### src/sv/mstc_pkg.sv
// Shared constants, types and tables for the seconds-to-calendar converter.
`timescale 1ns / 1ps

package mstc_pkg;

	// Pipeline depth.
	localparam int NUM_STG = 9;

	typedef struct packed {
		logic [NUM_STG-1:0] en;   // stage may load this cycle
		logic [NUM_STG-1:0] vld;  // stage holds a beat
	} mstc_ctl_t;

	// Calendar constants.
	localparam logic [16:0] SECS_PER_DAY   = 17'd86400;
	localparam int          DAY_SHIFT      = 7;          // 86400 = 675 << 7
	localparam logic [63:0] DAY_ODD        = 64'd675;
	localparam logic [19:0] DAYS_SHIFT     = 20'd695361; // 719468 - 24107
	localparam logic [19:0] ERA5_START     = 20'd730485; // 5 * 146097
	localparam logic [19:0] ERA4_START     = 20'd584388; // 4 * 146097
	localparam logic [17:0] DOE_LAST       = 18'd146096;
	localparam logic [10:0] YEAR_BASE_ERA4 = 11'd1600;
	localparam logic [10:0] YEAR_BASE_ERA5 = 11'd2000;

	// Reciprocal shifts; each multiplier is ceil(2^K / D).
	localparam int K_DAY   = 41;
	localparam int K_HOUR  = 30;
	localparam int K_MIN   = 24;
	localparam int K_1460  = 30;
	localparam int K_36524 = 35;
	localparam int K_365   = 28;
	localparam int K_100   = 17;
	localparam int K_153   = 20;

	localparam logic [63:0] M_DAY_W   = ((64'd1 << K_DAY) + DAY_ODD - 64'd1) / DAY_ODD;
	localparam logic [63:0] M_HOUR_W  = ((64'd1 << K_HOUR) + 64'd3599) / 64'd3600;
	localparam logic [63:0] M_MIN_W   = ((64'd1 << K_MIN) + 64'd59) / 64'd60;
	localparam logic [63:0] M_1460_W  = ((64'd1 << K_1460) + 64'd1459) / 64'd1460;
	localparam logic [63:0] M_36524_W = ((64'd1 << K_36524) + 64'd36523) / 64'd36524;
	localparam logic [63:0] M_365_W   = ((64'd1 << K_365) + 64'd364) / 64'd365;
	localparam logic [63:0] M_100_W   = ((64'd1 << K_100) + 64'd99) / 64'd100;
	localparam logic [63:0] M_153_W   = ((64'd1 << K_153) + 64'd152) / 64'd153;

	localparam logic [31:0] M_DAY   = M_DAY_W[31:0];
	localparam logic [18:0] M_HOUR  = M_HOUR_W[18:0];
	localparam logic [18:0] M_MIN   = M_MIN_W[18:0];
	localparam logic [19:0] M_1460  = M_1460_W[19:0];
	localparam logic [19:0] M_36524 = M_36524_W[19:0];
	localparam logic [19:0] M_365   = M_365_W[19:0];
	localparam logic [10:0] M_100   = M_100_W[10:0];
	localparam logic [12:0] M_153   = M_153_W[12:0];

	// Day-of-year at which each March-based month starts: (153 * mp + 2) / 5.
	function automatic logic [8:0] month_start(input logic [3:0] mp);
		logic [8:0] r;
		case (mp)
			4'd0:    r = 9'd0;
			4'd1:    r = 9'd31;
			4'd2:    r = 9'd61;
			4'd3:    r = 9'd92;
			4'd4:    r = 9'd122;
			4'd5:    r = 9'd153;
			4'd6:    r = 9'd184;
			4'd7:    r = 9'd214;
			4'd8:    r = 9'd245;
			4'd9:    r = 9'd275;
			4'd10:   r = 9'd306;
			4'd11:   r = 9'd337;
			default: r = 9'd0;
		endcase
		return r;
	endfunction

endpackage

### src/sv/mstc_pipe_ctl.sv
// Valid tracking and per-stage load enables for the converter pipeline.
`timescale 1ns / 1ps

module mstc_pipe_ctl (
	input  logic               clk,
	input  logic               arst_n,
	input  logic               in_valid,
	input  logic               out_ready,
	output mstc_pkg::mstc_ctl_t ctl
);
	import mstc_pkg::*;

	logic [NUM_STG-1:0] vld_q;
	logic [NUM_STG-1:0] en;

	// A stage loads when empty or when the stage after it moves on.
	always_comb begin
		en[NUM_STG-1] = !vld_q[NUM_STG-1] || out_ready;
		for (int i = NUM_STG - 2; i >= 0; i--) begin
			en[i] = !vld_q[i] || en[i+1];
		end
	end

	always_ff @(posedge clk or negedge arst_n) begin
		if (!arst_n) begin
			vld_q <= '0;
		end else begin
			if (en[0]) begin
				vld_q[0] <= in_valid;
			end
			for (int i = 1; i < NUM_STG; i++) begin
				if (en[i]) begin
					vld_q[i] <= vld_q[i-1];
				end
			end
		end
	end

	assign ctl.en  = en;
	assign ctl.vld = vld_q;

endmodule

### src/sv/mac_seconds_to_calendar.sv
// Top level: 32-bit seconds-since-1904 timestamp to calendar date and time of day.
// Usage:
//   Slave channel s_*: one beat per timestamp, s_tdata = seconds since
//   1904-01-01 00:00; zero means no date is set.
//   Master channel m_*: one beat per timestamp, in order. m_tuser is the
//   date-valid flag; when it is low every field in m_tdata is zero.
// An accepted input beat passes through every stage register on its way to m_tvalid.
// Throughput: one beat per cycle while m_tready stays high, through the nine-stage
//   pipeline: day quotient, day count and second of day, era and hour,
//   leap quotients and minute, day-of-era sum, year-of-era, day-of-year,
//   March month, output register.
// Stall: when m_tready is low, the output beat holds; empty stages behind
//   it keep filling, so s_tready drops only once every stage holds a beat.
//   No beat is lost or repeated.
// Reset: arst_n clears all stage valid bits at once; the block accepts a
//   beat as soon as reset is released.
// All divisions are by constants and use reciprocal multiplies, each
//   followed by a register.
`timescale 1ns / 1ps

module mac_seconds_to_calendar (
	input  logic        clk,
	input  logic        arst_n,
	// slave side
	input  logic        s_tvalid,
	output logic        s_tready,
	input  logic [31:0] s_tdata,   // [31:0] mac_seconds
	// master side
	output logic        m_tvalid,
	input  logic        m_tready,
	output logic [31:0] m_tdata,   // [10:0] year, [14:11] month, [19:15] day_of_month,
	                               // [24:20] hour, [30:25] minute, [31] zero
	output logic [0:0]  m_tuser    // [0] date_valid
);
	import mstc_pkg::*;

	mstc_ctl_t ctl;

	mstc_pipe_ctl u_ctl (
		.clk       (clk),
		.arst_n    (arst_n),
		.in_valid  (s_tvalid),
		.out_ready (m_tready),
		.ctl       (ctl)
	);

	assign s_tready = ctl.en[0];

	// ---------------------------------------------------------------
	// Stage 1: hold the timestamp, start the seconds-to-days quotient.
	// 86400 = 675 << 7, so divide the upper 25 bits by 675.
	// ---------------------------------------------------------------
	logic [16:0] tlow_s1;
	logic        nz_s1;
	logic [56:0] pday_s1;

	always_ff @(posedge clk) begin
		if (ctl.en[0]) begin
			tlow_s1 <= s_tdata[16:0];
			nz_s1   <= |s_tdata;
			pday_s1 <= {32'd0, s_tdata[31:DAY_SHIFT]} * {25'd0, M_DAY};
		end
	end

	// ---------------------------------------------------------------
	// Stage 2: day count and second of day.
	// ---------------------------------------------------------------
	logic [15:0] days_c;
	logic [32:0] dsec_c;
	logic [16:0] sod_c;
	logic [15:0] days_s2;
	logic [16:0] sod_s2;
	logic        nz_s2;

	always_comb begin
		days_c = pday_s1[K_DAY+15:K_DAY];
		dsec_c = {17'd0, days_c} * {16'd0, SECS_PER_DAY};
		// sod is below 2^17, so the low bits of the difference suffice
		sod_c  = tlow_s1 - dsec_c[16:0];
	end

	always_ff @(posedge clk) begin
		if (ctl.en[1]) begin
			days_s2 <= days_c;
			sod_s2  <= sod_c;
			nz_s2   <= nz_s1;
		end
	end

	// ---------------------------------------------------------------
	// Stage 3: era and day of era; hour and minute of day.
	// The day count only spans eras four and five.
	// ---------------------------------------------------------------
	logic [19:0] z_c;
	logic        era5_c;
	logic [19:0] doe_c;
	logic [35:0] ph_c;
	logic [35:0] pm_c;
	logic [17:0] doe_s3;
	logic        era5_s3;
	logic [4:0]  hour_s3;
	logic [10:0] mod_s3;   // minute of day
	logic        nz_s3;

	always_comb begin
		z_c    = {4'd0, days_s2} + DAYS_SHIFT;
		era5_c = (z_c >= ERA5_START);
		doe_c  = z_c - (era5_c ? ERA5_START : ERA4_START);
		ph_c   = {19'd0, sod_s2} * {17'd0, M_HOUR};
		pm_c   = {19'd0, sod_s2} * {17'd0, M_MIN};
	end

	always_ff @(posedge clk) begin
		if (ctl.en[2]) begin
			doe_s3  <= doe_c[17:0];
			era5_s3 <= era5_c;
			hour_s3 <= ph_c[K_HOUR+4:K_HOUR];
			mod_s3  <= pm_c[K_MIN+10:K_MIN];
			nz_s3   <= nz_s2;
		end
	end

	// ---------------------------------------------------------------
	// Stage 4: leap corrections doe / 1460 and doe / 36524; minute.
	// ---------------------------------------------------------------
	logic [37:0] p1460_c;
	logic [37:0] p36524_c;
	logic [10:0] hmin_c;
	logic [10:0] minute_c;
	logic [17:0] doe_s4;
	logic [6:0]  q1460_s4;
	logic [2:0]  q36524_s4;
	logic        era5_s4;
	logic [4:0]  hour_s4;
	logic [5:0]  minute_s4;
	logic        nz_s4;

	always_comb begin
		p1460_c  = {20'd0, doe_s3} * {18'd0, M_1460};
		p36524_c = {20'd0, doe_s3} * {18'd0, M_36524};
		hmin_c   = {6'd0, hour_s3} * 11'd60;
		minute_c = mod_s3 - hmin_c;
	end

	always_ff @(posedge clk) begin
		if (ctl.en[3]) begin
			doe_s4    <= doe_s3;
			q1460_s4  <= p1460_c[K_1460+6:K_1460];
			q36524_s4 <= p36524_c[K_36524+2:K_36524];
			era5_s4   <= era5_s3;
			hour_s4   <= hour_s3;
			minute_s4 <= minute_c[5:0];
			nz_s4     <= nz_s3;
		end
	end

	// ---------------------------------------------------------------
	// Stage 5: corrected day of era, ready for the divide by 365.
	// The last day of an era takes one extra correction.
	// ---------------------------------------------------------------
	logic [17:0] n_c;
	logic [17:0] n_s5;
	logic [17:0] doe_s5;
	logic        era5_s5;
	logic [4:0]  hour_s5;
	logic [5:0]  minute_s5;
	logic        nz_s5;

	always_comb begin
		n_c = doe_s4 - {11'd0, q1460_s4} + {15'd0, q36524_s4}
			- {17'd0, (doe_s4 == DOE_LAST)};
	end

	always_ff @(posedge clk) begin
		if (ctl.en[4]) begin
			n_s5      <= n_c;
			doe_s5    <= doe_s4;
			era5_s5   <= era5_s4;
			hour_s5   <= hour_s4;
			minute_s5 <= minute_s4;
			nz_s5     <= nz_s4;
		end
	end

	// ---------------------------------------------------------------
	// Stage 6: year of era.
	// ---------------------------------------------------------------
	logic [37:0] p365_c;
	logic [8:0]  yoe_s6;
	logic [17:0] doe_s6;
	logic        era5_s6;
	logic [4:0]  hour_s6;
	logic [5:0]  minute_s6;
	logic        nz_s6;

	always_comb begin
		p365_c = {20'd0, n_s5} * {18'd0, M_365};
	end

	always_ff @(posedge clk) begin
		if (ctl.en[5]) begin
			yoe_s6    <= p365_c[K_365+8:K_365];
			doe_s6    <= doe_s5;
			era5_s6   <= era5_s5;
			hour_s6   <= hour_s5;
			minute_s6 <= minute_s5;
			nz_s6     <= nz_s5;
		end
	end

	// ---------------------------------------------------------------
	// Stage 7: day of year (March-based).
	// ---------------------------------------------------------------
	logic [19:0] p100_c;
	logic [1:0]  y100_c;
	logic [17:0] ydays_c;
	logic [17:0] doy_c;
	logic [8:0]  doy_s7;
	logic [8:0]  yoe_s7;
	logic        era5_s7;
	logic [4:0]  hour_s7;
	logic [5:0]  minute_s7;
	logic        nz_s7;

	always_comb begin
		p100_c  = {11'd0, yoe_s6} * {9'd0, M_100};
		y100_c  = p100_c[K_100+1:K_100];
		ydays_c = {9'd0, yoe_s6} * 18'd365;
		doy_c   = doe_s6 - ydays_c - {11'd0, yoe_s6[8:2]} + {16'd0, y100_c};
	end

	always_ff @(posedge clk) begin
		if (ctl.en[6]) begin
			doy_s7    <= doy_c[8:0];
			yoe_s7    <= yoe_s6;
			era5_s7   <= era5_s6;
			hour_s7   <= hour_s6;
			minute_s7 <= minute_s6;
			nz_s7     <= nz_s6;
		end
	end

	// ---------------------------------------------------------------
	// Stage 8: March-based month index, (5 * doy + 2) / 153.
	// ---------------------------------------------------------------
	logic [10:0] num_c;
	logic [23:0] p153_c;
	logic [3:0]  mp_s8;
	logic [8:0]  doy_s8;
	logic [8:0]  yoe_s8;
	logic        era5_s8;
	logic [4:0]  hour_s8;
	logic [5:0]  minute_s8;
	logic        nz_s8;

	always_comb begin
		num_c  = {2'd0, doy_s7} * 11'd5 + 11'd2;
		p153_c = {13'd0, num_c} * {11'd0, M_153};
	end

	always_ff @(posedge clk) begin
		if (ctl.en[7]) begin
			mp_s8     <= p153_c[K_153+3:K_153];
			doy_s8    <= doy_s7;
			yoe_s8    <= yoe_s7;
			era5_s8   <= era5_s7;
			hour_s8   <= hour_s7;
			minute_s8 <= minute_s7;
			nz_s8     <= nz_s7;
		end
	end

	// ---------------------------------------------------------------
	// Stage 9: output register. January and February belong to the
	// next calendar year. Zero all fields for an unset timestamp.
	// ---------------------------------------------------------------
	logic        jan_feb_c;
	logic [8:0]  day_c;
	logic [3:0]  month_c;
	logic [10:0] year_c;
	logic        valid_s9;
	logic [10:0] year_s9;
	logic [3:0]  month_s9;
	logic [4:0]  day_s9;
	logic [4:0]  hour_s9;
	logic [5:0]  minute_s9;

	always_comb begin
		jan_feb_c = (mp_s8 >= 4'd10);
		day_c     = doy_s8 - month_start(mp_s8) + 9'd1;
		month_c   = jan_feb_c ? (mp_s8 - 4'd9) : (mp_s8 + 4'd3);
		year_c    = (era5_s8 ? YEAR_BASE_ERA5 : YEAR_BASE_ERA4) + {2'd0, yoe_s8}
			+ {10'd0, jan_feb_c};
	end

	always_ff @(posedge clk) begin
		if (ctl.en[8]) begin
			valid_s9  <= nz_s8;
			year_s9   <= nz_s8 ? year_c : '0;
			month_s9  <= nz_s8 ? month_c : '0;
			day_s9    <= nz_s8 ? day_c[4:0] : '0;
			hour_s9   <= nz_s8 ? hour_s8 : '0;
			minute_s9 <= nz_s8 ? minute_s8 : '0;
		end
	end

	assign m_tvalid = ctl.vld[NUM_STG-1];
	assign m_tdata  = {1'b0, minute_s9, hour_s9, day_s9, month_s9, year_s9};
	assign m_tuser  = valid_s9;

endmodule

### config.mk
export PLATFORM = sky130hd
export DESIGN_NAME = mac_seconds_to_calendar
export DESIGN_NICKNAME = d
export VERILOG_FILES = /design/src/sv/mstc_pkg.sv /design/src/sv/mstc_pipe_ctl.sv /design/src/sv/mac_seconds_to_calendar.sv
export SDC_FILE = /design/constraint.sdc
export NUM_CORES = 2
export LEC_CHECK = 0
export BUFFER_PORTS_ARGS = -buffer_cell sky130_fd_sc_hd__buf_2
export CAP_MARGIN = 25
export CORE_UTILIZATION = 60
export CTS_CLUSTER_DIAMETER = 50
export DETAILED_ROUTE_END_ITERATION = 8
export PLACE_DENSITY = 0.88
export SETUP_SLACK_MARGIN = 0.15
export SLEW_MARGIN = 10
export SYNTH_ARGS = -nofsm -noshare
export SYNTH_HDL_FRONTEND = slang
export SYNTH_SLANG_ARGS = --single-unit
### constraint.sdc
create_clock -name clk -period 6.6 [get_ports clk]
set_input_delay 0 -clock clk [delete_from_list [all_inputs] [get_ports clk]]
set_output_delay 0 -clock clk [all_outputs]
set_load 0.005 [all_outputs]
Word level (Yosys, flattened, before mapping)
Memories as Yosys holds them, arrays and structs flattened. A register that Yosys moved wholly into a read port is not among the register bits.
Index checks and enable logic that the tools add are counted.
{ "word_totals": {"register_bits": 355, "mem_bits_ro": 144, "inputBits": 36, "elab_cells": 114, "memories": 1} }
{ "op_classes": {"add_sub_neg": 17, "multipliers": 12, "magnitude_cmp": 2, "n_eq_ne": 1, "n_mux": 4, "reduce_logical": 19} }
{ "mem_list": {"columns": ["name", "depth", "width", "rd", "rd_clocked_by_memory_dff", "wr", "line_no", "source"], "rows": [
  ["(name not given)", 16, 9, 1, 1, 0, "mstc_pkg.sv:56", "case (mp)"]
]} }
{ "ops": {"columns": ["cell", "n"], "rows": [
  ["$mul 18x16->33 const B", 2],
  ["$mul 25x32->57 const B", 1],
  ["$mul 18x20->38 const B", 1],
  ["$mul 17x18->34 const B", 1],
  ["$reduce_or 32->1", 1],
  ["$mul 17x19->30 const B", 1],
  ["$mul 11x12->23 const B", 1],
  ["$add 16x20->20 const B", 1],
  ["$ge 20x20->1 const B", 1],
  ["$mul 9x11->19 const B", 1],
  ["$add 18x3->18", 1],
  ["$eq 18x18->1 const B", 1],
  ["$mux 18", 1],
  ["$sub 18x1->18", 1],
  ["$sub 18x18->18", 1],
  ["$sub 18x7->18", 1],
  ["$sub 17x17->17", 1],
  ["$mul 16x10->10 const B", 1],
  ["$add 10x10->11", 1],
  ["$add 11x1->11", 1],
  ["$add 11x2->11 const B", 1],
  ["$mul 9x3->11 const B", 1],
  ["$add 9x2->9", 1],
  ["$logic_not 1->1", 9],
  ["13 further kinds", 22]
]} }

Longest topological paths before layout
{ "depth": {"depth_word": 10, "mapped_depth": 36} }

Hierarchy
A second synthesis with hierarchy kept.
{ "hier_totals": {"hier_cells": 4503, "area_unflattened_um2": 50748.7} }
{ "modules_own_cells": {"columns": ["module", "instances", "cells_each", "area_per_inst_um2", "seq_area_each_um2"], "rows": [
  ["mac_seconds_to_calendar", 1, 4471, 50358.3, 9258.9],
  ["mstc_pipe_ctl", 1, 32, 390.4, 225.2]
]} }

Worst setup path after synthesis
OpenSTA, ideal clock, no wires.
{ "synth_timing": {"path_type": "register to register", "start": "register doy_s7[1]", "end": "register with a tool-made name", "setup_ns": 0.119, "t_arrival_ns": 7.071, "required_time_ns": 6.481, "setup_slack_ns": -0.590, "path_stages_with_launch": 34, "n_path_buf": 0, "synth_period_minus_slack_ns": 7.190, "cell_sequence": "edfxtp_1 > ha_1 > ha_1 > a31oi_1 > nor2b_1 > o21a_1 > o21a_1 > o21ai_0 > nand2b_1 > a21oi_1 > o21bai_1 > xor2_1 > ha_1 > inv_1 > fa_1 > fa_1 > fa_1 > fa_1 > inv_1 > ha_1 > and4_1 > a21oi_1 > o211ai_1 > o21ai_1 > a21oi_1 > nor2_1 > nor2b_1 > nor2_1 > nand2_1 > a21boi_0 > ha_1 > nor4_1 > nor3_1 > o21bai_1"} }
{ "synth_lines": {"columns": ["element", "line_no", "source"], "rows": [
  ["start: declaration", "mac_seconds_to_calendar.sv:218", "logic [8:0] doy_s7;"],
  ["start signal: assignment", "mac_seconds_to_calendar.sv:234", "doy_s7 <= doy_c[8:0];"]
]} }

Worst setup path in the final report
{ "layout_timing": {"start": "register yoe_s6[6]", "end": "register doy_s7[8], data pin"} }
{ "layout_via": {"elab_chain_len": 4, "word_cells_on_any_way": 5, "classes_between": "3 x add/sub; 2 x mul"} }
{ "layout_lines": {"columns": ["element", "line_no", "source"], "rows": [
  ["start: declaration", "mac_seconds_to_calendar.sv:189", "logic [8:0] yoe_s6;"],
  ["start signal: assignment", "mac_seconds_to_calendar.sv:202", "yoe_s6 <= p365_c[K_365+8:K_365];"],
  ["$mul 9x9->9", "mac_seconds_to_calendar.sv:228", "ydays_c = {9'd0, yoe_s6} * 18'd365;"],
  ["$sub 9x9->9", "mac_seconds_to_calendar.sv:229", "doy_c = doe_s6 - ydays_c - {11'd0, yoe_s6[8:2]} + {16'd0, y100_c};"],
  ["$sub 9x7->9", "mac_seconds_to_calendar.sv:229", null],
  ["$add 9x2->9 (*)", "mac_seconds_to_calendar.sv:229", null],
  ["named net doy_c[8]", "mac_seconds_to_calendar.sv:217", "logic [17:0] doy_c;"]
]} }
The timed path passes the listed nets; every way through them passes the cells marked *.
A chain may end at the register's enable or synchronous reset.

==> metrics <==
status complete, but fails checks; failing checks setup timing; drt drc 0; syn_nets between 6000 and 7000; final wirelength 115000 um; multiplexer share of the synthesized area less than 1%; synthesized flop and latch total 319; crit path launch type register; worst setup margin -0.747 ns; largest cells by area after synthesis ha_1 31%, fa_1 29%, edfxtp_1 18%; placer congestion estimate between 0.9 and 1; die footprint ~85000 um2; complex-gate fraction of the synthesized area roughly 4.8%; largest net degree at the start of global routing 43; cts bufs inserted 35; Clock transition at path regs ~0.070 ns; Final setup viols 11; Synth Flop Type edfxtp_1; core area around 83000 um2; initial antenna violation count 1; Buf+Inv Stages, Crit Path 8; kind of critical path reg2reg; H-Tree Depth 2; CP Max Fanout 4; Synth Area in Adders 60.4%; post-layout util 67.1%; clk buf depth 3; CP peak stage delay around 0.55 ns; Fmax ~140 MHz; CTS Sinks ~320; Warnings, synthesis 0; synth unique cells 78; Syn Area/Cell around 11 um2; GRT overflow 0; Arrival @ worst endpoint between 7 and 8 ns; Tot GR Track Use 27.7%; count leader, synth ha_1; pins over their slew limit 0; Final Hold Viols 0; number of global-route vias before repair between 30000 and 40000; DRT antenna net count 0; synthesis-to-layout area growth 10.1%; Cells after Synth 4442; HPWL after detailed placement around 96000 um; Min Clock Period, post-route 7.35 ns; first-pass GRT wire length about 190000 um; CTS tree built; Clk Latency, worst-skew pair between 0.5 and 0.6 ns; RSZ-0062 raised after global routing yes; Worst Tran Pin Value roughly 0.94 ns; antenna diode count 0; Via density about 5.6; crit-path most repeated cell fa_1; max_slew headroom 37.5%; Post-Syn Area 50400 um2; IO Count 71; sequential area share after synthesis between 10% and 20%; drt pass-1 iters 7; number of flops mapped to enable cells by yosys 305; vias between 30000 and 40000; layout cells sized above 1 9.00%; Async S/R FF share, synth 2.82%; Die Y roughly 290 um; post-synthesis simple-gate area fraction 3.80%; row count around 110; Min-Delay Path Class in2reg; worst-case clock skew ~0.024 ns; port buffer count 69; average wire per standard cell 19.6 um; Initial DRC Count ~1800; slowest stage cell, crit path fa_1; Top delay family on crit path adder cells; post-synth top area cell ha_1; largest family of logic cells by synthesized area adder cells; fin nets between 6000 and 7000; CP Capture Type register; CP required about 7 ns; Synth top area share about a third; top post-synthesis cells by count 1263 x ha_1, 1206 x inv_1, 732 x fa_1; Die Width 292 um; Final Cycle Share 111%; post-synthesis xor/xnor area fraction 3.01%; Starting Density 61.0%; Max Cap Viol 0; CTS root buf clkbuf_16
==> state kept, by name, indices dropped and copies added, names as in the netlist, 11 cells and up, named ones only <==
signal,count
sod_s2,17
n_s5,18
doe_s3,18
year_s9,11
tlow_s1,17
doe_s4,18
pday_s1,16
days_s2,16
==> per-stage QoR <==
| stage | TNS (ns) | hold WS, ns | instance area, um2 | setup WS (ns) | cells |
|---|---|---|---|---|---|
| 3_3_place_gp | -2.06 | -0.111 | 53300 | -0.435 | 5723 |
| 2_1_floorplan | -0.572 | -0.296 | 50500 | -0.339 | 4442 |
| 5_1_grt | -8.38 | 0.103 | 55500 | -0.973 | 5857 |
| 4_1_cts | -3.58 | 0.0721 | 54900 | -0.585 | 5823 |
| 6_report | -5.34 | 0.0891 | 55500 | -0.747 | 5857 |
| 3_5_place_dp | -3.69 | -0.106 | 53300 | -0.526 | 5723 |
==> area by class of cell <==
cell class                 count  area [um2]
timing repair buffer         288        2110
inverter                    1207        4530
clock inverter                20         185
sequential                   319        9480
multi-input combinational   2909       36900
fill                        5522       27100
tap                         1070        1340
clock buffer                  44         951
==> worst min-delay path: stages <==
cell	delay (ns)
buf_2	0.09
nand2b_1	0.13
buf_4	0.26
nand2_1	0.12
==> final timing paths <==
path	to	from	slack, ns	cells past startpoint
max	doy_s7[8]$_DFFE_PP_	yoe_s6[6]$_DFFE_PP_	-0.75	32
min	u_ctl.vld_q[8]$_DFFE_PN0P_	m_tready	0.09	4
max reg2reg	doy_s7[8]$_DFFE_PP_	yoe_s6[6]$_DFFE_PP_	-0.75	32
min reg2reg	minute_s7[5]$_DFFE_PP_	minute_s6[5]$_DFFE_PP_	0.41	0
max in group asynchronous	u_ctl.vld_q[1]$_DFFE_PN0P_	arst_n	5.67	3
min in group asynchronous	u_ctl.vld_q[3]$_DFFE_PN0P_	arst_n	0.54	3
==> kinds of logic after synthesis <==
group | Yosys count
adder cells (fa/ha/maj) | 1996
buffers and inverters | 1214
AO/OA/AOI/OAI | 371
AND/OR/NAND/NOR | 364
flip-flops | 319
XOR/XNOR | 173
multiplexers | 4
other | 1
==> cells in the final DEF (no fill, tap or decap), types with 21 or more instances in the layout <==
master / count
nor2_1: 74
a21oi_1: 96
and2_1: 27
xor2_1: 45
fa_1: 723
o21bai_1: 24
nand2_1: 59
nor2b_1: 26
o21ai_0: 55
inv_1: 1192
edfxtp_1: 305
xnor2_1: 120
ha_1: 1241
buf_4: 185
clkbuf_16: 36
a21o_1: 53
dlygate4sd3_1: 21
nand3_1: 26
nand4_1: 31
buf_2: 67
nor3_1: 33
nand2b_1: 25
==> routing by layer <==
layer  up-vias  routed length (um)  GRT usage, %
li1      15000                   -             -
met1     16300               43800          33.0
met2      1024               59500          50.4
met3       329                6330          3.68
met4         0                5090          11.1
met5         -                   0             0
==> repair_timing <==
| action | CTS | global route |
|---|---|---|
| resized for setup | 38 | 58 |
| endpoints found under the setup margin | 13 | 32 |
| buffers inserted | 15 | 33 |
| pin swaps | 46 | 60 |
| endpoints found under the hold margin | 27 | 0 |
| hold buffers | 21 | 0 |
| cloned | 0 | 0 |
Power is left out: the tool's default activity adds up to more than one toggle a clock period on the data nets, which glitch-free logic cannot reach.
